[config.mk]
export PLATFORM = sky130hd
export DESIGN_NAME = rgb_led_chain_frame_packer
export DESIGN_NICKNAME = d
export VERILOG_FILES = /design/src/rtl/core/rlcfp_pkg.sv /design/src/rtl/core/rlcfp_cell.sv /design/src/rtl/core/rlcfp_seq.sv /design/src/rtl/core/rgb_led_chain_frame_packer.sv
export VERILOG_INCLUDE_DIRS = /design/src /design/src/rtl/core
export SDC_FILE = /design/constraint.sdc
export NUM_CORES = 1
export LEC_CHECK = 0
export BUFFER_PORTS_ARGS = -buffer_cell sky130_fd_sc_hd__clkbuf_2
export CORE_AREA = 2 2 196 198
export DETAILED_ROUTE_END_ITERATION = 12
export DIE_AREA = 0 0 198 200
export PLACE_DENSITY = 0.89
export SYNTH_ARGS = -nofsm -noshare
export SYNTH_HDL_FRONTEND = slang
export SYNTH_SLANG_ARGS = --single-unit
export TNS_END_PERCENT = 100
[constraint.sdc]
create_clock -name aclk -period 2.3 [get_ports aclk]
set_clock_uncertainty 0.15 [all_clocks]
set_input_delay 0.46 -clock aclk [delete_from_list [all_inputs] [get_ports aclk]]
set_output_delay 0.46 -clock aclk [all_outputs]
set_load 0.01 [all_outputs]
[src/rtl/core/rgb_led_chain_frame_packer_defines.svh]
`ifndef RGB_LED_CHAIN_FRAME_PACKER_DEFINES_SVH
`define RGB_LED_CHAIN_FRAME_PACKER_DEFINES_SVH

// Same-cycle implication, disabled while reset is held.
`define RLCFP_ASSERT_NOW(lbl, ante, cons, msg) \
    lbl: assert property (@(posedge aclk) disable iff (!aresetn) (ante) |-> (cons)) \
        else $error(msg);

// Next-cycle implication, disabled while reset is held.
`define RLCFP_ASSERT_NEXT(lbl, ante, cons, msg) \
    lbl: assert property (@(posedge aclk) disable iff (!aresetn) (ante) |=> (cons)) \
        else $error(msg);

`endif

[src/rtl/core/rlcfp_pkg.sv]
`timescale 1ns / 1ps
`default_nettype none

package rlcfp_pkg;

    localparam int LED_COUNT_DEFAULT = 16;

    localparam int COLOUR_W = 10;
    localparam int ENTRY_W  = 3 * COLOUR_W;
    localparam int INDEX_W  = 5;
    localparam int WORD_W   = 32;
    localparam int CFG_IDX_W = 2;

    localparam logic [1:0] MODE_SET_ONE = 2'd0;
    localparam logic [1:0] MODE_SET_ALL = 2'd1;
    localparam logic [1:0] MODE_UPDATE  = 2'd2;

    localparam logic [1:0] CMD_COLOUR  = 2'b00;
    localparam logic [1:0] CMD_CORRECT = 2'b01;

    localparam logic [CFG_IDX_W-1:0] CFG_CORR_RED   = 2'd0;
    localparam logic [CFG_IDX_W-1:0] CFG_CORR_GREEN = 2'd1;
    localparam logic [CFG_IDX_W-1:0] CFG_CORR_BLUE  = 2'd2;

    localparam logic [COLOUR_W-1:0] CORR_RED_RESET   = 10'd120;
    localparam logic [COLOUR_W-1:0] CORR_GREEN_RESET = 10'd100;
    localparam logic [COLOUR_W-1:0] CORR_BLUE_RESET  = 10'd100;

    typedef struct packed {
        logic [1:0]          mode;
        logic [INDEX_W-1:0]  led_index;
        logic [COLOUR_W-1:0] red_level;
        logic [COLOUR_W-1:0] green_level;
        logic [COLOUR_W-1:0] blue_level;
    } in_word_t;

    typedef struct packed {
        logic [WORD_W-1:0] packet_word;
        logic              latch_after;
        logic              last;
    } out_word_t;

    typedef enum logic [1:0] {
        ST_IDLE,
        ST_COLOUR,
        ST_CORR
    } seq_state_t;

    typedef struct packed {
        logic load_one;
        logic load_all;
        logic shift;
        logic emit_colour;
        logic emit_corr;
        logic phase_end;
    } seq_ctrl_t;

endpackage

`default_nettype wire

[src/rtl/core/rlcfp_cell.sv]
`timescale 1ns / 1ps
`default_nettype none

module rlcfp_cell
    import rlcfp_pkg::*;
(
    input  wire logic               aclk,
    input  wire logic               aresetn,
    input  wire logic               load,
    input  wire logic [ENTRY_W-1:0] load_data,
    input  wire logic               shift,
    input  wire logic [ENTRY_W-1:0] shift_in,
    output logic      [ENTRY_W-1:0] entry
);

    logic [ENTRY_W-1:0] entry_reg;
    logic [ENTRY_W-1:0] entry_next;

    always_comb begin
        priority if (load) begin
            entry_next = load_data;
        end else if (shift) begin
            entry_next = shift_in;
        end else begin
            entry_next = entry_reg;
        end
    end

    always_ff @(posedge aclk) begin
        if (!aresetn) begin
            entry_reg <= '0;
        end else begin
            entry_reg <= entry_next;
        end
    end

    assign entry = entry_reg;

endmodule

`default_nettype wire

[src/rtl/core/rlcfp_seq.sv]
`timescale 1ns / 1ps
`default_nettype none

module rlcfp_seq
    import rlcfp_pkg::*;
#(
    parameter int LED_COUNT = LED_COUNT_DEFAULT
) (
    input  wire logic       aclk,
    input  wire logic       aresetn,
    input  wire logic       s_valid,
    input  wire logic [1:0] mode,
    input  wire logic       adv,
    output logic            s_ready,
    output seq_ctrl_t       ctrl
);

    localparam int CNT_W = (LED_COUNT > 1) ? $clog2(LED_COUNT) : 1;
    localparam logic [CNT_W-1:0] CNT_LAST = CNT_W'(LED_COUNT - 1);

    seq_state_t       state_reg;
    seq_state_t       state_next;
    logic [CNT_W-1:0] cnt_reg;
    logic [CNT_W-1:0] cnt_next;
    logic             accept;
    logic             at_last;

    assign accept  = s_valid && (state_reg == ST_IDLE);
    assign at_last = (cnt_reg == CNT_LAST);

    always_comb begin
        state_next = state_reg;
        unique case (state_reg)
            ST_IDLE: begin
                if (accept && (mode == MODE_UPDATE)) begin
                    state_next = ST_COLOUR;
                end
            end
            ST_COLOUR: begin
                if (adv && at_last) begin
                    state_next = ST_CORR;
                end
            end
            ST_CORR: begin
                if (adv && at_last) begin
                    state_next = ST_IDLE;
                end
            end
            default: begin
                state_next = ST_IDLE;
            end
        endcase
    end

    always_comb begin
        s_ready = 1'b0;
        ctrl    = '0;
        unique case (state_reg)
            ST_IDLE: begin
                s_ready       = 1'b1;
                ctrl.load_one = accept && (mode == MODE_SET_ONE);
                ctrl.load_all = accept && (mode == MODE_SET_ALL);
            end
            ST_COLOUR: begin
                ctrl.shift       = adv;
                ctrl.emit_colour = adv;
                ctrl.phase_end   = at_last;
            end
            ST_CORR: begin
                ctrl.emit_corr = adv;
                ctrl.phase_end = at_last;
            end
            default: begin
                s_ready = 1'b0;
            end
        endcase
    end

    always_comb begin
        cnt_next = cnt_reg;
        if (ctrl.emit_colour || ctrl.emit_corr) begin
            cnt_next = at_last ? '0 : cnt_reg + 1'b1;
        end
    end

    always_ff @(posedge aclk) begin
        if (!aresetn) begin
            state_reg <= ST_IDLE;
            cnt_reg   <= '0;
        end else begin
            state_reg <= state_next;
            cnt_reg   <= cnt_next;
        end
    end

endmodule

`default_nettype wire

[src/rtl/core/rgb_led_chain_frame_packer.sv]
// Set items produce no word; the next item is taken on the following cycle.
// With a ready sink an update sends its colour words off the head of the cell chain one per
// cycle, then the correction words, from one output register; a stalled sink holds the flow.
// Reset (aresetn low, synchronous) clears every cell to zero and loads the correction
// registers with 120, 100 and 100; the colour words of an update leave the chain all zero.
`timescale 1ns / 1ps
`default_nettype none
`include "rgb_led_chain_frame_packer_defines.svh"

module rgb_led_chain_frame_packer
    import rlcfp_pkg::*;
#(
    parameter int LED_COUNT = LED_COUNT_DEFAULT
) (
    input  wire logic                 aclk,
    input  wire logic                 aresetn,
    input  wire logic                 s_valid,
    output logic                      s_ready,
    input  wire in_word_t             s_data,
    output logic                      m_valid,
    input  wire logic                 m_ready,
    output out_word_t                 m_data,
    input  wire logic                 cfg_valid,
    output logic                      cfg_ready,
    input  wire logic [CFG_IDX_W-1:0] cfg_index,
    input  wire logic [COLOUR_W-1:0]  cfg_data
);

    seq_ctrl_t          ctrl;
    logic               adv;
    logic [ENTRY_W-1:0] set_entry;
    logic [ENTRY_W-1:0] cell_q [LED_COUNT];

    logic [COLOUR_W-1:0] corr_red_reg;
    logic [COLOUR_W-1:0] corr_green_reg;
    logic [COLOUR_W-1:0] corr_blue_reg;

    out_word_t m_data_reg;
    out_word_t m_data_next;
    logic      m_valid_reg;
    logic      m_valid_next;

    assign cfg_ready = 1'b1;

    always_ff @(posedge aclk) begin
        if (!aresetn) begin
            corr_red_reg   <= CORR_RED_RESET;
            corr_green_reg <= CORR_GREEN_RESET;
            corr_blue_reg  <= CORR_BLUE_RESET;
        end else if (cfg_valid) begin
            if (cfg_index == CFG_CORR_RED) begin
                corr_red_reg <= cfg_data;
            end
            if (cfg_index == CFG_CORR_GREEN) begin
                corr_green_reg <= cfg_data;
            end
            if (cfg_index == CFG_CORR_BLUE) begin
                corr_blue_reg <= cfg_data;
            end
        end
    end

    assign adv = !m_valid_reg || m_ready;

    rlcfp_seq #(
        .LED_COUNT (LED_COUNT)
    ) u_seq (
        .aclk    (aclk),
        .aresetn (aresetn),
        .s_valid (s_valid),
        .mode    (s_data.mode),
        .adv     (adv),
        .s_ready (s_ready),
        .ctrl    (ctrl)
    );

    assign set_entry = {s_data.blue_level, s_data.red_level, s_data.green_level};

    for (genvar i = 0; i < LED_COUNT; i++) begin : g_cell
        localparam logic [INDEX_W-1:0] CELL_IDX = INDEX_W'(i);
        logic               cell_load;
        logic [ENTRY_W-1:0] cell_in;

        assign cell_load = ctrl.load_all || (ctrl.load_one && (s_data.led_index == CELL_IDX));
        if (i == LED_COUNT - 1) begin : g_tail
            assign cell_in = '0;
        end else begin : g_link
            assign cell_in = cell_q[i+1];
        end

        rlcfp_cell u_cell (
            .aclk      (aclk),
            .aresetn   (aresetn),
            .load      (cell_load),
            .load_data (set_entry),
            .shift     (ctrl.shift),
            .shift_in  (cell_in),
            .entry     (cell_q[i])
        );
    end

    always_comb begin
        m_data_next  = m_data_reg;
        m_valid_next = m_valid_reg;
        if (ctrl.emit_colour) begin
            m_data_next.packet_word = {CMD_COLOUR, cell_q[0]};
            m_data_next.latch_after = ctrl.phase_end;
            m_data_next.last        = 1'b0;
            m_valid_next            = 1'b1;
        end else if (ctrl.emit_corr) begin
            m_data_next.packet_word = {CMD_CORRECT, corr_blue_reg, corr_red_reg, corr_green_reg};
            m_data_next.latch_after = ctrl.phase_end;
            m_data_next.last        = ctrl.phase_end;
            m_valid_next            = 1'b1;
        end else if (m_ready) begin
            m_valid_next = 1'b0;
        end
    end

    always_ff @(posedge aclk) begin
        m_data_reg <= m_data_next;
        if (!aresetn) begin
            m_valid_reg <= 1'b0;
        end else begin
            m_valid_reg <= m_valid_next;
        end
    end

    assign m_valid = m_valid_reg;
    assign m_data  = m_data_reg;

    `RLCFP_ASSERT_NOW(a_no_take_while_shifting, ctrl.shift, !s_ready,
        "input taken while the cell chain is shifting")
    `RLCFP_ASSERT_NOW(a_last_is_corr_latch, m_valid && m_data.last,
        (m_data.packet_word[31:30] == CMD_CORRECT) && m_data.latch_after,
        "final word is not a latched correction word")
    `RLCFP_ASSERT_NOW(a_colour_latch_cmd,
        m_valid && m_data.latch_after && !m_data.last,
        m_data.packet_word[31:30] == CMD_COLOUR,
        "colour latch mark on a word that is not a colour word")

endmodule

`default_nettype wire

# ---- Yosys cells after proc, flatten, opt, wreduce, memory -nomap -nowiden
# Index checks and enable logic that the tools add are counted.
dict set report word_totals {
  input_bits 54
  register_bits 550
  out_inout_bits 37
  word_cells 166
}
dict set report op_classes {
  reduce_logical 67
  n_eq_ne 25
  n_addsub 1
  mux 47
}
# op count
set op_table {}
lappend op_table {{$mux 30} 32}
lappend op_table {{$mux 32} 2}
lappend op_table {{$eq 5x4->1 const B} 8}
lappend op_table {{$reduce_bool 2->1} 17}
lappend op_table {{$logic_and 1x1->1} 21}
lappend op_table {{$eq 5x3->1 const B} 4}
lappend op_table {{$logic_or 1x1->1} 18}
lappend op_table {{$eq 5x2->1 const B} 2}
lappend op_table {{$mux 2} 5}
lappend op_table {{$eq 2x1->1 const B} 3}
lappend op_table {{$eq 2x2->1 const B} 3}
lappend op_table {{$logic_not 2->1} 3}
lappend op_table {{$mux 1} 6}
lappend op_table {{$pmux 2 s3} 1}
lappend op_table {{$reduce_and 2->1} 3}
lappend op_table {{$eq 5x1->1 const B} 1}
lappend op_table {{$logic_not 5->1} 1}
lappend op_table {{$add 4x1->4 const B} 1}
lappend op_table {{$eq 4x4->1 const B} 1}
lappend op_table {{$mux 4} 1}
lappend op_table {{$ne 2x1->1 const B} 2}
lappend op_table {{$reduce_and 3->1} 1}
lappend op_table {{$reduce_bool 3->1} 1}
lappend op_table {{$ne 2x2->1 const B} 1}
lappend op_table {{2 further kinds} 2}

# ---- Longest topological paths before layout
dict set report logic_depth {
  word_depth 7
  ltp_mapped 9
  mapped_depth_nobuf 6
}

# ---- Modules after synthesis
# Synthesis repeated with hierarchy kept, for this count alone.
dict set report unflattened {
  hier_cells 2450
  area_unflattened_um2 29430.7
}
# mod area_each_um2 cells_per_inst instances seq_area_each_um2
set modules_own_cells {}
lappend modules_own_cells {rlcfp_cell 1632.8 132 16 600.6}
lappend modules_own_cells {rgb_led_chain_frame_packer 2901.5 295 1 1591.5}
lappend modules_own_cells {rlcfp_seq 404.1 43 1 120.1}

# ---- Least setup slack after synthesis
# Ideal clock, no wire load.
dict set report synth_path {
  kind {register -> register}
  startpoint {register u_seq.state_reg[1]}
  endpoint {register m_data_reg (netlist bit m_data[1]) (data pin)}
  path_buffers 0
  t_required_ns 1.893
  setup_time_ns 0.257
  path_slack_ns 0.140
  synth_period_minus_slack_ns 2.160
  stages_incl_launch_ff 7
  arrival_ns 1.753
  path_cell_list {dfxtp_1 > inv_1 > ha_1 > or2_2 > nand2_1 > inv_1 > and3_1}
}
# item line
set synth_lines {}
lappend synth_lines {{from (decl)} rlcfp_seq.sv:21} ;# seq_state_t state_reg;
lappend synth_lines {{from (signal assigned)} rlcfp_seq.sv:91} ;# state_reg <= state_next;
lappend synth_lines {{to (signal assigned)} rgb_led_chain_frame_packer.sv:121} ;# m_data_reg <= m_data_next;
lappend synth_lines {{to (decl)} rgb_led_chain_frame_packer.sv:38} ;# out_word_t m_data_reg;

# ---- Final worst setup path
dict set report layout_path {
  startpoint {register u_seq.state_reg[0]}
  endpoint {output port s_ready}
}
dict set report layout_between {
  elab_chain_len 2
}
# item line
set layout_rtl {}
lappend layout_rtl {{$logic_not 2->1} rlcfp_seq.sv:58} ;# unique case (state_reg)
lappend layout_rtl {{$mux 1} rlcfp_seq.sv:58}
lappend layout_rtl {{to (decl)} rgb_led_chain_frame_packer.sv:18} ;# output logic s_ready,
# No other way between the ends.

==> parameters.txt <==
Parameter                              Value

Layout
  Share of layout cells above drive strength 1    0.148
  Layout Cells excl Fill    2633
  # fillers    2451
  Flip-flop count of the largest register after layout    480
  Post-layout net count    2135
  Area Growth Syn to Fin    15.1%
  Antenna cells    0
  Post-route core utilization    0.698
  Post-route cell area    0.0261 mm²

Logic synthesis
  Top_reg_cell synth    sky130_fd_sc_hd__dfxtp_1
  Number of instances in the synthesized netlist    2028
  Number of register bits inferred by synthesis    550
  Synthesized net count    2086
  Synth cell count leaders    sky130_fd_sc_hd__dfxtp_1, sky130_fd_sc_hd__mux2i_1, sky130_fd_sc_hd__o221ai_1
  Post-synth top area share    0.459
  Top post-synthesis cells by area    sky130_fd_sc_hd__dfxtp_1, sky130_fd_sc_hd__mux2i_1, sky130_fd_sc_hd__o221ai_1, sky130_fd_sc_hd__edfxtp_1, sky130_fd_sc_hd__buf_2
  Portion of the post-synthesis area used by sequential elements    0.500
  Leading cell type by number of instances after synthesis    sky130_fd_sc_hd__dfxtp_1
  Number of flops mapped to enable cells by yosys    31
  Post-synthesis cell type count    39
  Post-synth ARST share    0
  Total standard cell area after synthesis    0.0227 mm²
  Per-instance average area after synthesis    11.2 µm²
  Cell taking the most area after synthesis    sky130_fd_sc_hd__dfxtp_1
  Syn. warnings    0

Drt
  Number of DRC violations after detailed-routing iteration 0    2108
  Via total after detailed routing    18803
  Iteration count of the initial detailed-routing pass    6
  Detailed-route vias per instance    7.14
  Final routed wirelength across all metal layers    68000 µm
  Post-route DRC    0
  WL/cell    25.8 µm
  Number of antenna-violating nets in the routed design    0

Place
  Dpl hpwl    40000 µm
  Post-Place Cells    2523
  GPL Wtd Cong    0.857
  Number of input and output port buffers inserted    88
  Worst slack at placement    -0.00659 ns
  DP Area    0.0243 mm²

Worst setup path
  Cell Chain, Critical Path    inv_1 > ha_4 > buf_4 > clkbuf_2
  Worst path max stage delay    0.32 ns
  Register-to-register setup slack    0.07 ns
  Sort of element at the start of the critical path    register
  Arrival time of data at the critical path endpoint    1.64 ns
  Type of the setup path with the least slack    reg2out
  Critical path fanouts, max    11
  Master of the slowest instance on the critical path    sky130_fd_sc_hd__dfxtp_1
  Worst EP required    1.69 ns
  Critical path capture point type    output pin

Clocking
  CTS tree    yes
  Latest clock arrival within the worst-skew pair    0.60 ns
  Num CTS Buffers    54
  Number of sinks handled by clock tree synthesis    550
  Depth of the CTS H-tree    2
  Count of buffers added by post-CTS timing repair for setup    0
  Clock slew seen by the registers of the worst setup and hold paths    0.06 ns
  Root Buffer    sky130_fd_sc_hd__clkbuf_16
  Buffer depth of the longest clock path    3

Global routing
  First-pass GRT wire length    104000 µm
  GR Layer Usage met3    0.0559
  GR peak layer    met2
  Met2 global-route usage    0.561
  Combined global-route utilization of all metal layers    0.338
  Initial antenna violation count    0
  Number of global-route vias before repair    18891
  Met1 Track Usage GR    0.404
  Pin count of the biggest net entering global routing    43
  GR Overflow Total    0

Floorplanning
  Core Rows    71
  Standard cell core area    0.0374 mm²
  Chip Height    200 µm
  # IOs    91
  Width of the chip    198 µm
  Initial Util    0.606
  Die Outline Area    0.0396 mm²

Hold path
  Hold crit path type    in2reg

Timing
  Final-layout worst hold slack    0.0166 ns
  Final hold violations    0
  Relative max-transition margin    0.570
  Clock period minus worst slack    2.25 ns
  Unrepaired setup endpoints after global routing    no
  Upper clock frequency limit    445 MHz
  Fin worst setup slack    0.0540 ns
  Max-slew violations    0
  Transition time at the pin with the least slew margin    0.644 ns
  Final setup fails    0
  Final worst-path cycle share    0.977

Pwr
  Leak    11.8 nW
  Power per standard cell area    799 mW/mm²
  Highest ir drop seen on vdd    749 µV
  Combinational group share of total power    0.094
  Switching power as a share of total power    0.247
  Sequential Power Share    0.491
  Clock power frac    0.415
  Internal portion of total power    15.7 mW
  Net Switching    5.16 mW

Flow run
  Max-cap check violation count    0

Run status
  Run status    finished clean
## metrics by stage
stage / power, mW / setup TNS, ns
CTS: 20.8 / 0
global placement: 12.2 / 0
global route: 21.3 / 0
finish: 20.8 / 0
floorplan: 11.6 / 0
detailed placement: 12.3 / -0.00659
## what timing repair did
item | CTS | global route
pin swaps | 0 | 0
resized for setup | 2 | 2
hold buffers | 9 | 0
endpoints found under the setup margin | 49 | 16
hold endpoints to repair | 14 | 0
## cells by family (layout without fill, tap and decap cells)
group,Yosys count,after routing,share of synthesized area
other,2,2,0.000331
AOI/OAI and AO/OA,544,544,0.200
muxes,450,450,0.199
and+or+nand+nor,233,233,0.0491
adders and majority gates,4,4,0.00221
DFF,550,550,0.500
buffers and inverters,244,338,0.0491
xor gates and xnor gates,1,1,0.000387
## layer usage
metal	vias to the layer above	part of all wire	wire, µm
met1	9151	0.38	25600
li1	8143	-	-
met5	-	0	0
met4	0	0.070	4780
met3	358	0.091	6180
met2	1151	0.46	31500
## path summary, 6_finish.rpt
check / endpoint / cells past startpoint / startpoint
max: s_ready / 4 / u_seq.state_reg[0]
min: corr_red_reg[2] / 3 / cfg_data[2]
max reg2reg: g_cell[15].u_cell.entry[20] / 8 / u_seq.state_reg[1]
min reg2reg: corr_blue_reg[4] / 2 / corr_blue_reg[4]
## placed cells by master (no fill, tap or decap), types with 9 or more instances in the layout
master / instances
sky130_fd_sc_hd__clkbuf_8: 10
sky130_fd_sc_hd__clkbuf_1: 19
sky130_fd_sc_hd__nand2_1: 117
sky130_fd_sc_hd__a21oi_1: 28
sky130_fd_sc_hd__mux2i_1: 450
sky130_fd_sc_hd__dfxtp_1: 519
sky130_fd_sc_hd__buf_12: 45
sky130_fd_sc_hd__a22o_1: 30
sky130_fd_sc_hd__clkbuf_2: 88
sky130_fd_sc_hd__nand3_1: 81
sky130_fd_sc_hd__o21ai_0: 28
sky130_fd_sc_hd__clkbuf_16: 56
sky130_fd_sc_hd__buf_4: 91
sky130_fd_sc_hd__dlygate4sd3_1: 9
sky130_fd_sc_hd__o221ai_1: 450
sky130_fd_sc_hd__edfxtp_1: 31
## power by group through the flow
stage | registers (mW) | logic (mW) | clock network (mW)
3_3_place_gp | 10.4 | 1.79 | 0
4_1_cts | 10.2 | 1.91 | 8.63
5_1_grt | 10.3 | 2.05 | 9.01
3_5_place_dp | 10.4 | 1.86 | 0
6_report | 10.2 | 1.96 | 8.64
2_1_floorplan | 10.4 | 1.19 | 0
## cell type report
cell class	count	area, µm²	share of cell area
well taps	511	639	0.0245
inverters	4	15.0	0.000575
repair buffers	233	2110	0.0810
clock buffers	85	1610	0.0617
clock inverters	16	108	0.00412
flip-flops and latches	550	11300	0.434
multi-input cells	1234	10300	0.394
## critical path: cells and delay by family, from the launching register on
family / cells / cell delay [ns]
DFF: 1 / 0.32
adders and majority gates: 1 / 0.27
buffers and inverters: 3 / 0.45
Note: power is estimated with default switching activity, not from simulation.
